## src/rtl/core/ufd_pkg.sv

```systemverilog
package ufd_pkg;

  localparam int unsigned DataW = 8;
  localparam int unsigned WordW = 32;
  localparam int unsigned CfgIdxW = 2;

  // header is version, type, tag, payload size: four big-endian words
  localparam logic [3:0] HDR_LAST_IDX = 4'd15;
  localparam logic [3:0] HDR_TYPE_IDX = 4'd7;
  localparam logic [3:0] LEN_BYTES = 4'd4;
  localparam logic [WordW-1:0] LEN_FIELD_BYTES = 32'd4;

  // configuration register indexes
  localparam logic [CfgIdxW-1:0] CFG_DATA_TYPE = 2'd0;
  localparam logic [CfgIdxW-1:0] CFG_HB_TYPE = 2'd1;
  localparam logic [CfgIdxW-1:0] CFG_MAX_LEN = 2'd2;

  localparam logic [WordW-1:0] DATA_TYPE_RST = 32'd200;
  localparam logic [WordW-1:0] HB_TYPE_RST = 32'd201;
  localparam logic [WordW-1:0] MAX_LEN_RST = 32'h7fff_ffff;

  typedef enum logic [2:0] {
    ST_DELIVERED = 3'd0,
    ST_EMPTY = 3'd1,
    ST_HEARTBEAT = 3'd2,
    ST_UNKNOWN = 3'd3,
    ST_SHORT = 3'd4,
    ST_EXCEEDS = 3'd5,
    ST_TOO_LARGE = 3'd6
  } status_t;

  typedef struct packed {
    logic [WordW-1:0] data_type;
    logic [WordW-1:0] hb_type;
    logic [WordW-1:0] max_len;
  } cfg_t;

  typedef struct packed {
    logic is_msg;
    logic [DataW-1:0] data;
    logic last;
    logic fend;
    status_t status;
  } result_t;

endpackage

```

## src/rtl/core/usb_frame_deframer.sv

```systemverilog
// channel | direction | handshake          | payload
// in_     | input     | in_valid/in_stall   | in_stream_byte[7:0]
// out_    | output    | out_valid/out_stall | is_message_byte, message_data[7:0],
//         |           |                     | message_last, frame_end, frame_status[2:0]
// cfg_    | input     | cfg_valid/cfg_ready | cfg_index[1:0], cfg_data[31:0]
//
// one byte per cycle sustained while out_stall is low; a byte goes input register ->
// parser -> result register, and out_valid rises when the result register is loaded
// bytes that only advance the header, length or skip counters give no result transfer
// synchronous active-low reset returns to the header phase and restores the register
// defaults; cfg writes are always accepted, as cfg_ready is tied high
// while a result waits under out_stall the input register takes one more byte, then
// in_stall follows out_stall until the result slot frees, even for bytes that owe nothing
module usb_frame_deframer
  import ufd_pkg::*;
(
  input  logic               clk,
  input  logic               rst_n,
  input  logic               in_valid,
  output logic               in_stall,
  input  logic [DataW-1:0]   in_stream_byte,
  output logic               out_valid,
  input  logic               out_stall,
  output logic               out_is_message_byte,
  output logic [DataW-1:0]   out_message_data,
  output logic               out_message_last,
  output logic               out_frame_end,
  output logic [2:0]         out_frame_status,
  input  logic               cfg_valid,
  output logic               cfg_ready,
  input  logic [CfgIdxW-1:0] cfg_index,
  input  logic [WordW-1:0]   cfg_data
);

  logic             byte_vld;
  logic [DataW-1:0] byte_q;
  logic             slot_free;
  logic             advance;
  logic             res_vld;
  result_t          res;
  result_t          res_q;
  cfg_t             cfg_r;

  // the parser steps whenever a byte is held and the result slot can take its result
  assign advance = byte_vld && slot_free;
  assign cfg_ready = 1'b1;

  // configuration registers, unknown indexes are dropped
  always_ff @(posedge clk) begin
    if (!rst_n) begin
      cfg_r.data_type <= DATA_TYPE_RST;
      cfg_r.hb_type <= HB_TYPE_RST;
      cfg_r.max_len <= MAX_LEN_RST;
    end else if (cfg_valid && cfg_ready) begin
      if (cfg_index == CFG_DATA_TYPE) cfg_r.data_type <= cfg_data;
      if (cfg_index == CFG_HB_TYPE) cfg_r.hb_type <= cfg_data;
      if (cfg_index == CFG_MAX_LEN) cfg_r.max_len <= cfg_data;
    end
  end

  ufd_in_stage u_in (
    .clk      (clk),
    .rst_n    (rst_n),
    .in_valid (in_valid),
    .in_byte  (in_stream_byte),
    .in_stall (in_stall),
    .advance  (advance),
    .byte_vld (byte_vld),
    .byte_out (byte_q)
  );

  ufd_parser u_parse (
    .clk     (clk),
    .rst_n   (rst_n),
    .advance (advance),
    .byte_in (byte_q),
    .cfg     (cfg_r),
    .res_vld (res_vld),
    .res     (res)
  );

  ufd_out_stage u_out (
    .clk       (clk),
    .rst_n     (rst_n),
    .load      (advance && res_vld),
    .res_in    (res),
    .out_stall (out_stall),
    .out_valid (out_valid),
    .slot_free (slot_free),
    .res_out   (res_q)
  );

  assign out_is_message_byte = res_q.is_msg;
  assign out_message_data = res_q.data;
  assign out_message_last = res_q.last;
  assign out_frame_end = res_q.fend;
  assign out_frame_status = res_q.status;

endmodule

```

## src/rtl/core/ufd_in_stage.sv

```systemverilog
module ufd_in_stage
  import ufd_pkg::*;
(
  input  logic             clk,
  input  logic             rst_n,
  input  logic             in_valid,
  input  logic [DataW-1:0] in_byte,
  output logic             in_stall,
  input  logic             advance,
  output logic             byte_vld,
  output logic [DataW-1:0] byte_out
);

  logic             vld_r;
  logic [DataW-1:0] byte_r;

  // holding register frees up in the same cycle it is consumed
  assign in_stall = vld_r && !advance;
  assign byte_vld = vld_r;
  assign byte_out = byte_r;

  always_ff @(posedge clk) begin
    if (!rst_n) begin
      vld_r <= 1'b0;
    end else if (in_valid && !in_stall) begin
      vld_r <= 1'b1;
    end else if (advance) begin
      vld_r <= 1'b0;
    end
  end

  always_ff @(posedge clk) begin
    if (in_valid && !in_stall) begin
      byte_r <= in_byte;
    end
  end

endmodule

```

## src/rtl/core/ufd_parser.sv

```systemverilog
module ufd_parser
  import ufd_pkg::*;
(
  input  logic             clk,
  input  logic             rst_n,
  input  logic             advance,
  input  logic [DataW-1:0] byte_in,
  input  cfg_t             cfg,
  output logic             res_vld,
  output result_t          res
);

  typedef enum logic [1:0] {
    PH_HEADER = 2'd0,
    PH_LENGTH = 2'd1,
    PH_MESSAGE = 2'd2,
    PH_SKIP = 2'd3
  } phase_t;

  phase_t           phase_r, phase_nxt;
  logic [3:0]       idx_r, idx_nxt;
  logic [WordW-1:0] shift_r, shift_nxt;
  logic [WordW-1:0] kind_r, kind_nxt;
  logic [WordW-1:0] pay_r, pay_nxt;
  logic [WordW-1:0] msg_r, msg_nxt;
  status_t          pend_r, pend_nxt;

  logic [WordW-1:0] shifted;
  logic [WordW-1:0] pay_dec;
  logic [WordW-1:0] msg_dec;
  logic [3:0]       idx_inc;
  status_t          eos_st;
  logic             eos;

  assign shifted = {shift_r[WordW-DataW-1:0], byte_in};
  assign pay_dec = (pay_r != '0) ? pay_r - 1'b1 : pay_r;
  assign msg_dec = (msg_r != '0) ? msg_r - 1'b1 : msg_r;
  assign idx_inc = idx_r + 1'b1;

  always_comb begin
    phase_nxt = phase_r;
    idx_nxt = idx_r;
    shift_nxt = shift_r;
    kind_nxt = kind_r;
    pay_nxt = pay_r;
    msg_nxt = msg_r;
    pend_nxt = pend_r;
    res_vld = 1'b0;
    res = '{is_msg: 1'b0, data: '0, last: 1'b0, fend: 1'b0, status: ST_DELIVERED};
    eos = 1'b0;
    eos_st = ST_DELIVERED;

    unique case (phase_r)
      PH_HEADER: begin
        shift_nxt = shifted;
        if (idx_r == HDR_TYPE_IDX) kind_nxt = shifted;
        if (idx_r != HDR_LAST_IDX) begin
          idx_nxt = idx_inc;
        end else begin
          idx_nxt = '0;
          pay_nxt = shifted;
          if (kind_r == cfg.data_type) begin
            if (shifted < LEN_FIELD_BYTES) begin
              eos = 1'b1;
              eos_st = ST_SHORT;
            end else begin
              phase_nxt = PH_LENGTH;
              shift_nxt = '0;
            end
          end else begin
            eos = 1'b1;
            eos_st = (kind_r == cfg.hb_type) ? ST_HEARTBEAT : ST_UNKNOWN;
          end
        end
      end
      PH_LENGTH: begin
        shift_nxt = shifted;
        pay_nxt = pay_dec;
        idx_nxt = idx_inc;
        if (idx_inc == LEN_BYTES) begin
          idx_nxt = '0;
          // remaining payload already excludes the length field, no wrap
          priority if (shifted > pay_dec) begin
            eos = 1'b1;
            eos_st = ST_EXCEEDS;
          end else if (shifted > cfg.max_len) begin
            eos = 1'b1;
            eos_st = ST_TOO_LARGE;
          end else if (shifted == '0) begin
            eos = 1'b1;
            eos_st = ST_EMPTY;
          end else begin
            msg_nxt = shifted;
            phase_nxt = PH_MESSAGE;
          end
        end
      end
      PH_MESSAGE: begin
        pay_nxt = pay_dec;
        msg_nxt = msg_dec;
        res_vld = 1'b1;
        res.is_msg = 1'b1;
        res.data = byte_in;
        if (msg_dec == '0) begin
          res.last = 1'b1;
          if (pay_dec == '0) begin
            res.fend = 1'b1;
            phase_nxt = PH_HEADER;
            pend_nxt = ST_DELIVERED;
          end else begin
            phase_nxt = PH_SKIP;
            pend_nxt = ST_DELIVERED;
          end
        end
      end
      PH_SKIP: begin
        pay_nxt = pay_dec;
        if (pay_dec == '0) begin
          res_vld = 1'b1;
          res.fend = 1'b1;
          res.status = pend_r;
          phase_nxt = PH_HEADER;
          pend_nxt = ST_DELIVERED;
        end
      end
      default: begin
        phase_nxt = PH_HEADER;
      end
    endcase

    // end the frame now or skip what is left of the payload
    if (eos) begin
      if (pay_nxt == '0) begin
        phase_nxt = PH_HEADER;
        pend_nxt = ST_DELIVERED;
        res_vld = 1'b1;
        res.fend = 1'b1;
        res.status = eos_st;
      end else begin
        phase_nxt = PH_SKIP;
        pend_nxt = eos_st;
      end
    end
  end

  always_ff @(posedge clk) begin
    if (!rst_n) begin
      phase_r <= PH_HEADER;
      idx_r <= '0;
      shift_r <= '0;
      kind_r <= '0;
      pay_r <= '0;
      msg_r <= '0;
      pend_r <= ST_DELIVERED;
    end else if (advance) begin
      phase_r <= phase_nxt;
      idx_r <= idx_nxt;
      shift_r <= shift_nxt;
      kind_r <= kind_nxt;
      pay_r <= pay_nxt;
      msg_r <= msg_nxt;
      pend_r <= pend_nxt;
    end
  end

  a_len_idx: assert property (@(posedge clk) disable iff (!rst_n)
    phase_r == PH_LENGTH |-> idx_r < LEN_BYTES)
    else $error("length index out of range");

  a_msg_left: assert property (@(posedge clk) disable iff (!rst_n)
    phase_r == PH_MESSAGE |-> msg_r != '0)
    else $error("message phase with nothing left");

  a_skip_left: assert property (@(posedge clk) disable iff (!rst_n)
    phase_r == PH_SKIP |-> pay_r != '0)
    else $error("skip phase with empty payload");

  a_end_hdr: assert property (@(posedge clk) disable iff (!rst_n)
    advance && res_vld && res.fend |=> phase_r == PH_HEADER && idx_r == '0)
    else $error("frame end not followed by header");

endmodule

```

## src/rtl/core/ufd_out_stage.sv

```systemverilog
module ufd_out_stage
  import ufd_pkg::*;
(
  input  logic    clk,
  input  logic    rst_n,
  input  logic    load,
  input  result_t res_in,
  input  logic    out_stall,
  output logic    out_valid,
  output logic    slot_free,
  output result_t res_out
);

  logic    vld_r;
  result_t res_r;

  // slot takes a new result in the cycle the old one leaves
  assign slot_free = !vld_r || !out_stall;
  assign out_valid = vld_r;
  assign res_out = res_r;

  always_ff @(posedge clk) begin
    if (!rst_n) begin
      vld_r <= 1'b0;
    end else if (slot_free) begin
      vld_r <= load;
    end
  end

  always_ff @(posedge clk) begin
    if (slot_free && load) begin
      res_r <= res_in;
    end
  end

endmodule
```

## config.mk

```make
export PLATFORM = sky130hd
export DESIGN_NAME = usb_frame_deframer
export DESIGN_NICKNAME = d
export VERILOG_FILES = /design/src/rtl/core/ufd_pkg.sv /design/src/rtl/core/usb_frame_deframer.sv /design/src/rtl/core/ufd_in_stage.sv /design/src/rtl/core/ufd_parser.sv /design/src/rtl/core/ufd_out_stage.sv
export SDC_FILE = /design/constraint.sdc
export NUM_CORES = 1
export LEC_CHECK = 0
export ABC_CLOCK_PERIOD_IN_PS = 17000
export BUFFER_PORTS_ARGS = -buffer_cell sky130_fd_sc_hd__buf_2
export CELL_PAD_IN_SITES_DETAIL_PLACEMENT = 1
export CELL_PAD_IN_SITES_GLOBAL_PLACEMENT = 2
export CORE_UTILIZATION = 40
export DETAILED_ROUTE_END_ITERATION = 16
export PLACE_DENSITY_LB_ADDON = 0.1
export SKIP_CTS_REPAIR_TIMING = 1
export SLEW_MARGIN = 10
export SYNTH_ARGS = -nofsm -noshare
export SYNTH_HDL_FRONTEND = slang
export SYNTH_SLANG_ARGS = --single-unit
```

## constraint.sdc

```tcl
create_clock -name clk -period 17 [get_ports clk]
set_clock_uncertainty 0.1 [all_clocks]
set_input_delay 3.4 -clock clk [delete_from_list [all_inputs] [get_ports clk]]
set_output_delay 3.4 -clock clk [all_outputs]
set_load 0.005 [all_outputs]
```

* After elaboration in Yosys (flattened, before gate mapping)
Cells that the tools add are included.
** Word-level totals
- Bits in registers :: 249
- Input port bits :: 47
- Output and inout port bits :: 17
** Operators by class
- $add $sub $neg :: 3
- $lt $le $gt $ge :: 3
- Eq/ne operators :: 23
- Multiplexer cells :: 64
- Reduce and logical (&&, ||, !) cells :: 31
** Operators by type and width (number)
- 32-bit two-way mux :: 7
- 32-bit zero test :: 4
- 32-bit one-hot mux with 2 select lines :: 2
- 24-bit two-way mux :: 3
- 32-bit equality test :: 2
- 32-bit greater-than comparator :: 2
- 32-bit nonzero test :: 2
- 32-bit by 1-bit subtractor with 32-bit output, second input constant :: 2
- 24-bit one-hot mux with 2 select lines :: 1
- 3-bit two-way mux :: 11
- 32-bit by 3-bit less-than comparator with 1-bit output, second input constant :: 1
- 2-bit two-way mux :: 13
- 4-bit two-way mux :: 5
- 3-bit by 2-bit inequality test with 1-bit output, second input constant :: 5
- 1-bit two-way mux :: 14
- 3-bit by 1-bit inequality test with 1-bit output, second input constant :: 4
- 3-bit one-hot mux with 2 select lines :: 2
- 10-bit two-way mux :: 1
- 10-bit AND reduction :: 1
- 4-bit by 3-bit equality test with 1-bit output, second input constant :: 2
- 2-bit one-hot mux with 4 select lines :: 1
- 4-bit one-hot mux with 2 select lines :: 1
- 2-bit AND reduction :: 4
- 2-bit equality test, second input constant :: 3
- 16 further kinds :: 31

* Logic depth before layout (Yosys ltp)
- Depth in word-level cells :: 9
- Gate-level depth with buffers :: 22

* By module
A second synthesis with hierarchy kept.
** Unflattened totals
- Cells, all modules :: 1905
- Area total of the unflattened synthesis :: 15776.4 µm²
** Modules (own cells, without submodules)
- ufd_parser :: times used 1, cells an instance 1484, area each 11011.8 µm², seq. area each 2582.5 µm²
- usb_frame_deframer :: times used 1, cells an instance 390, area each 4015.1 µm², seq. area each 1921.8 µm²
- ufd_out_stage :: times used 1, cells an instance 19, area each 461.7 µm², seq. area each 440.4 µm²
- ufd_in_stage :: times used 1, cells an instance 12, area each 287.8 µm², seq. area each 260.2 µm²

* Worst setup path after synthesis
Ideal clock, no wire load.
- Path kind :: input -> output
- From :: in out_stall
- To :: out in_stall
- Data arrival time :: 3.588 ns
- Data required time :: 13.500 ns
- Slack :: 9.912 ns
- Cell stages on the path :: 1
- Buffers on the path :: 0
- Cell sequence :: and3_1
** Between the ends
- Longest elaborated chain between the ends :: 5
** RTL lines
- start, declared :: line usb_frame_deframer.sv:23 : input logic out_stall,
- 1-bit zero test :: line ufd_out_stage.sv:18 : assign slot_free = !vld_r || !out_stall;
- 1-bit logical OR :: line ufd_out_stage.sv:18
- 1-bit logical AND :: line usb_frame_deframer.sv:45 : assign advance = byte_vld && slot_free;
- 1-bit zero test :: line ufd_in_stage.sv:18 : assign in_stall = vld_r && !advance;
- 1-bit logical AND :: line ufd_in_stage.sv:18
- end, declared :: line usb_frame_deframer.sv:20 : output logic in_stall,
Every way passes these cells.

* Worst setup path in the final report
Same ends and word-level chain as after synthesis.

==> metrics.csv <==
stage,metric,value,unit
run_status,status,finished clean,
finish,layout cells sized above 1,11.34,%
finish,Nets,2055,
die,row cnt,70,
synthesis,Yosys reg bits,249,
timing,"Setup violations, final",0,
synthesis,post-synthesis sequential area ratio,34.39,%
synthesis,top_reg_cell synth,dfxtp_1,
route,Routed WL per cell,24.00,um
worst_setup_path,WS Path Type,input port to output port,
route,initial drt markers,1028,
route,Routed WL,59.09,mm
timing,setup TNS,0,ns
synthesis,Post-synth EDFFs,22,
finish,Post-Layout Cell Count,2462,
worst_setup_path,Worst setup EP type,output port,
worst_hold_path,worst hold path class,register to register,
synthesis,"Distinct cells, synth",98,
placement,DP HPWL,40.95,mm
worst_setup_path,CP Data Required Time,13.50,ns
die,starting density of the core,40.95,%
job,# Max-Cap Violations,0,
global_route,aggregate global-route resource usage,30.46,%
global_route,initial antenna violation count,2,
timing,Tightest Pin Transition,1.056,ns
die,die area,38620,um^2
synthesis,Synthesized Nets,2062,
timing,Hold Fails Final Rpt,0,
timing,Final Slew Violations,0,
clock_tree,CTS Sinks,249,
clock_tree,Root Driver,clkbuf_16,
clock_tree,CTS Buf Count,30,
route,drt via density,6.065,
power_and_ir_drop,Cell Pwr Density,90.79,nW/um^2
synthesis,synth warn,0,
die,die width,196.5,um
global_route,vias in the first global route,14890,
worst_hold_path,worst hold start,cfg_r[31]$_SDFFE_PN0P_,
synthesis,cell with the most instances after synthesis,nand2_1,
synthesis,fraction of registers with async set/reset,0,%
finish,Area Growth Syn to Fin,11.56,%
worst_setup_path,Worst Path Max Fanout,3,
synthesis,syn_area_per_cell,7.793,um^2
placement,# placed instances,2407,
die,# IOs,64,
clock_tree,worst-skew pair later-pin latency,0.59,ns
timing,RSZ-0062 raised after global routing,no,
clock_tree,clock-pin slew on the worst setup and hold paths,0.06,ns
timing,relative slew slack,29.59,%
timing,final worst slack,9.662,ns
route,ANT nets after route,0,
synthesis,Synth Cell Area,15130,um^2
clock_tree,clock buffer depth,3,
placement,Setup WS pre-CTS,9.664,ns
timing,Max Fclk,136.3,MHz
global_route,GRT overflow,0,
worst_setup_path,Reg-to-Reg Start,u_parse.pay_r[5]$_SDFFE_PN0P_,
synthesis,Synth top area share,30.03,%
route,Remaining DRCs,0,
synthesis,Synth area leaders,"dfxtp_1, nand2_1, a21oi_1",
synthesis,top cell type by total area after synthesis,dfxtp_1,
timing,Final period util,43.16,%
clock_tree,TritonCTS clock tree,built,
route,drt pass-1 iters,5,
global_route,first-pass GRT wire length,89.83,mm
worst_setup_path,Worst setup SP type,input port,
worst_setup_path,Worst Setup SP,out_stall,
worst_setup_path,crit path DAT,3.84,ns
timing,min Tclk post-route,7.338,ns
die,Die H,196.5,um
finish,filler instances,4536,
power_and_ir_drop,Peak supply drop,0.07702,mV
die,core area,36960,um^2
global_route,pin count of the biggest net entering global routing,96,
placement,Placer Congestion,0.8776,
power_and_ir_drop,reported leakage power,6.417,nW
route,Via Count,14930,
clock_tree,H-tree depth reported by CTS,1,
power_and_ir_drop,Final Power,0.001533,W
synthesis,Post-Syn Instances,1942,
placement,IO buf count,62,
synthesis,Post-synth top cells,"nand2_1, dfxtp_1, a21oi_1",
routing by layer:
| metal | up-vias | routed length [um] | global-route usage, % |
|---|---|---|---|
| met5 | - | 0 | 0 |
| met4 | 0 | 2226 | 11.72 |
| met3 | 107 | 3073 | 4.381 |
| met2 | 403 | 27340 | 50.24 |
| met1 | 7452 | 26440 | 40.12 |
| li1 | 6970 | - | - |
power breakdown:
group / total [W] / switching [W] / internal (W) / leakage (nW)
sequential: 0.000623 / 0.0000181 / 0.000605 / 2.02
clock: 0.000704 / 0.000273 / 0.000431 / 0.530
combinational: 0.000205 / 0.000137 / 0.0000682 / 3.87
total: 0.00153 / 0.000428 / 0.00110 / 6.42
critical path, stage by stage:
cell    delay [ns]
buf_2         0.11
and3_1        0.20
buf_2         0.13
state kept, by name, indices dropped and copies added (netlist names):
register,count
u_in.byte_vld,1
u_parse.msg_r,32
u_parse.pay_r,32
u_parse.shift_r,24
cfg_r,96
u_parse.kind_r,32
u_out.res_out,14
u_out.out_valid,1
u_parse.idx_r,4
u_in.byte_out,8
u_parse.pend_r,3
u_parse.phase_r,2
cell type report:
cell class	instances	area, um^2	share of cell area (%)
Antenna cell	1	2.502	0.01482
Clock inverter	12	182.7	1.082
Tap cell	504	630.6	3.735
Clock buffer	42	903.4	5.351
Inverter	62	235.2	1.393
Sequential cell	249	5205	30.83
Multi-Input combinational cell	1494	9144	54.16
Timing Repair Buffer	98	580.6	3.439
path summary, 6_finish.rpt:
kind | to | slack, ns | cells past startpoint
max | in_stall | 9.66 | 3
min | cfg_r[31]$_SDFFE_PN0P_ | 0.37 | 2
max reg2reg | u_out.res_out[5]$_SDFFCE_PN0P_ | 10.29 | 16
min reg2reg | cfg_r[31]$_SDFFE_PN0P_ | 0.37 | 2
kinds of logic after synthesis:
group / synth area share [%]
and+or+nand+nor: 26.75
AOI/OAI and AO/OA: 20.73
DFF: 34.39
buffers and inverters: 5.374
xor gates and xnor gates: 5.655
adders and majority gates: 6.035
muxes: 1.042
other: 0.02478
layout by cell type (no fill, tap or decap), types with 13 or more instances in the layout:
master     instances
or4_1             14
or3_1             19
nor4_1            40
a211oi_1          20
a22oi_1           26
a21oi_1          201
and2_1            14
o22ai_1           17
buf_2             62
nand3_1           57
nor3_1            44
o211ai_1          38
a31oi_1           13
o31ai_1           20
dfxtp_1          227
nand2_1          370
nor2_1           121
ha_1              71
o21ai_0           65
edfxtp_1          22
clkbuf_16         33
nand4_1           48
xor2_1            17
xnor2_1           77
buf_4             36
inv_1             60
per-stage QoR:
| step | utilization, % | hold WS, ns | cell area, um^2 |
|---|---|---|---|
| 4_1_cts | 45.67 | 0.3648 | 16880 |
| 6_report | 45.68 | 0.3664 | 16880 |
| 3_3_place_gp | 42.74 | 0.3480 | 15800 |
| 2_1_floorplan | - | 0.3363 | 15130 |
| 5_1_grt | 45.67 | 0.3833 | 16880 |
| 3_5_place_dp | 42.74 | 0.3566 | 15800 |
No activity file was read; power rests on OpenSTA's default activity.
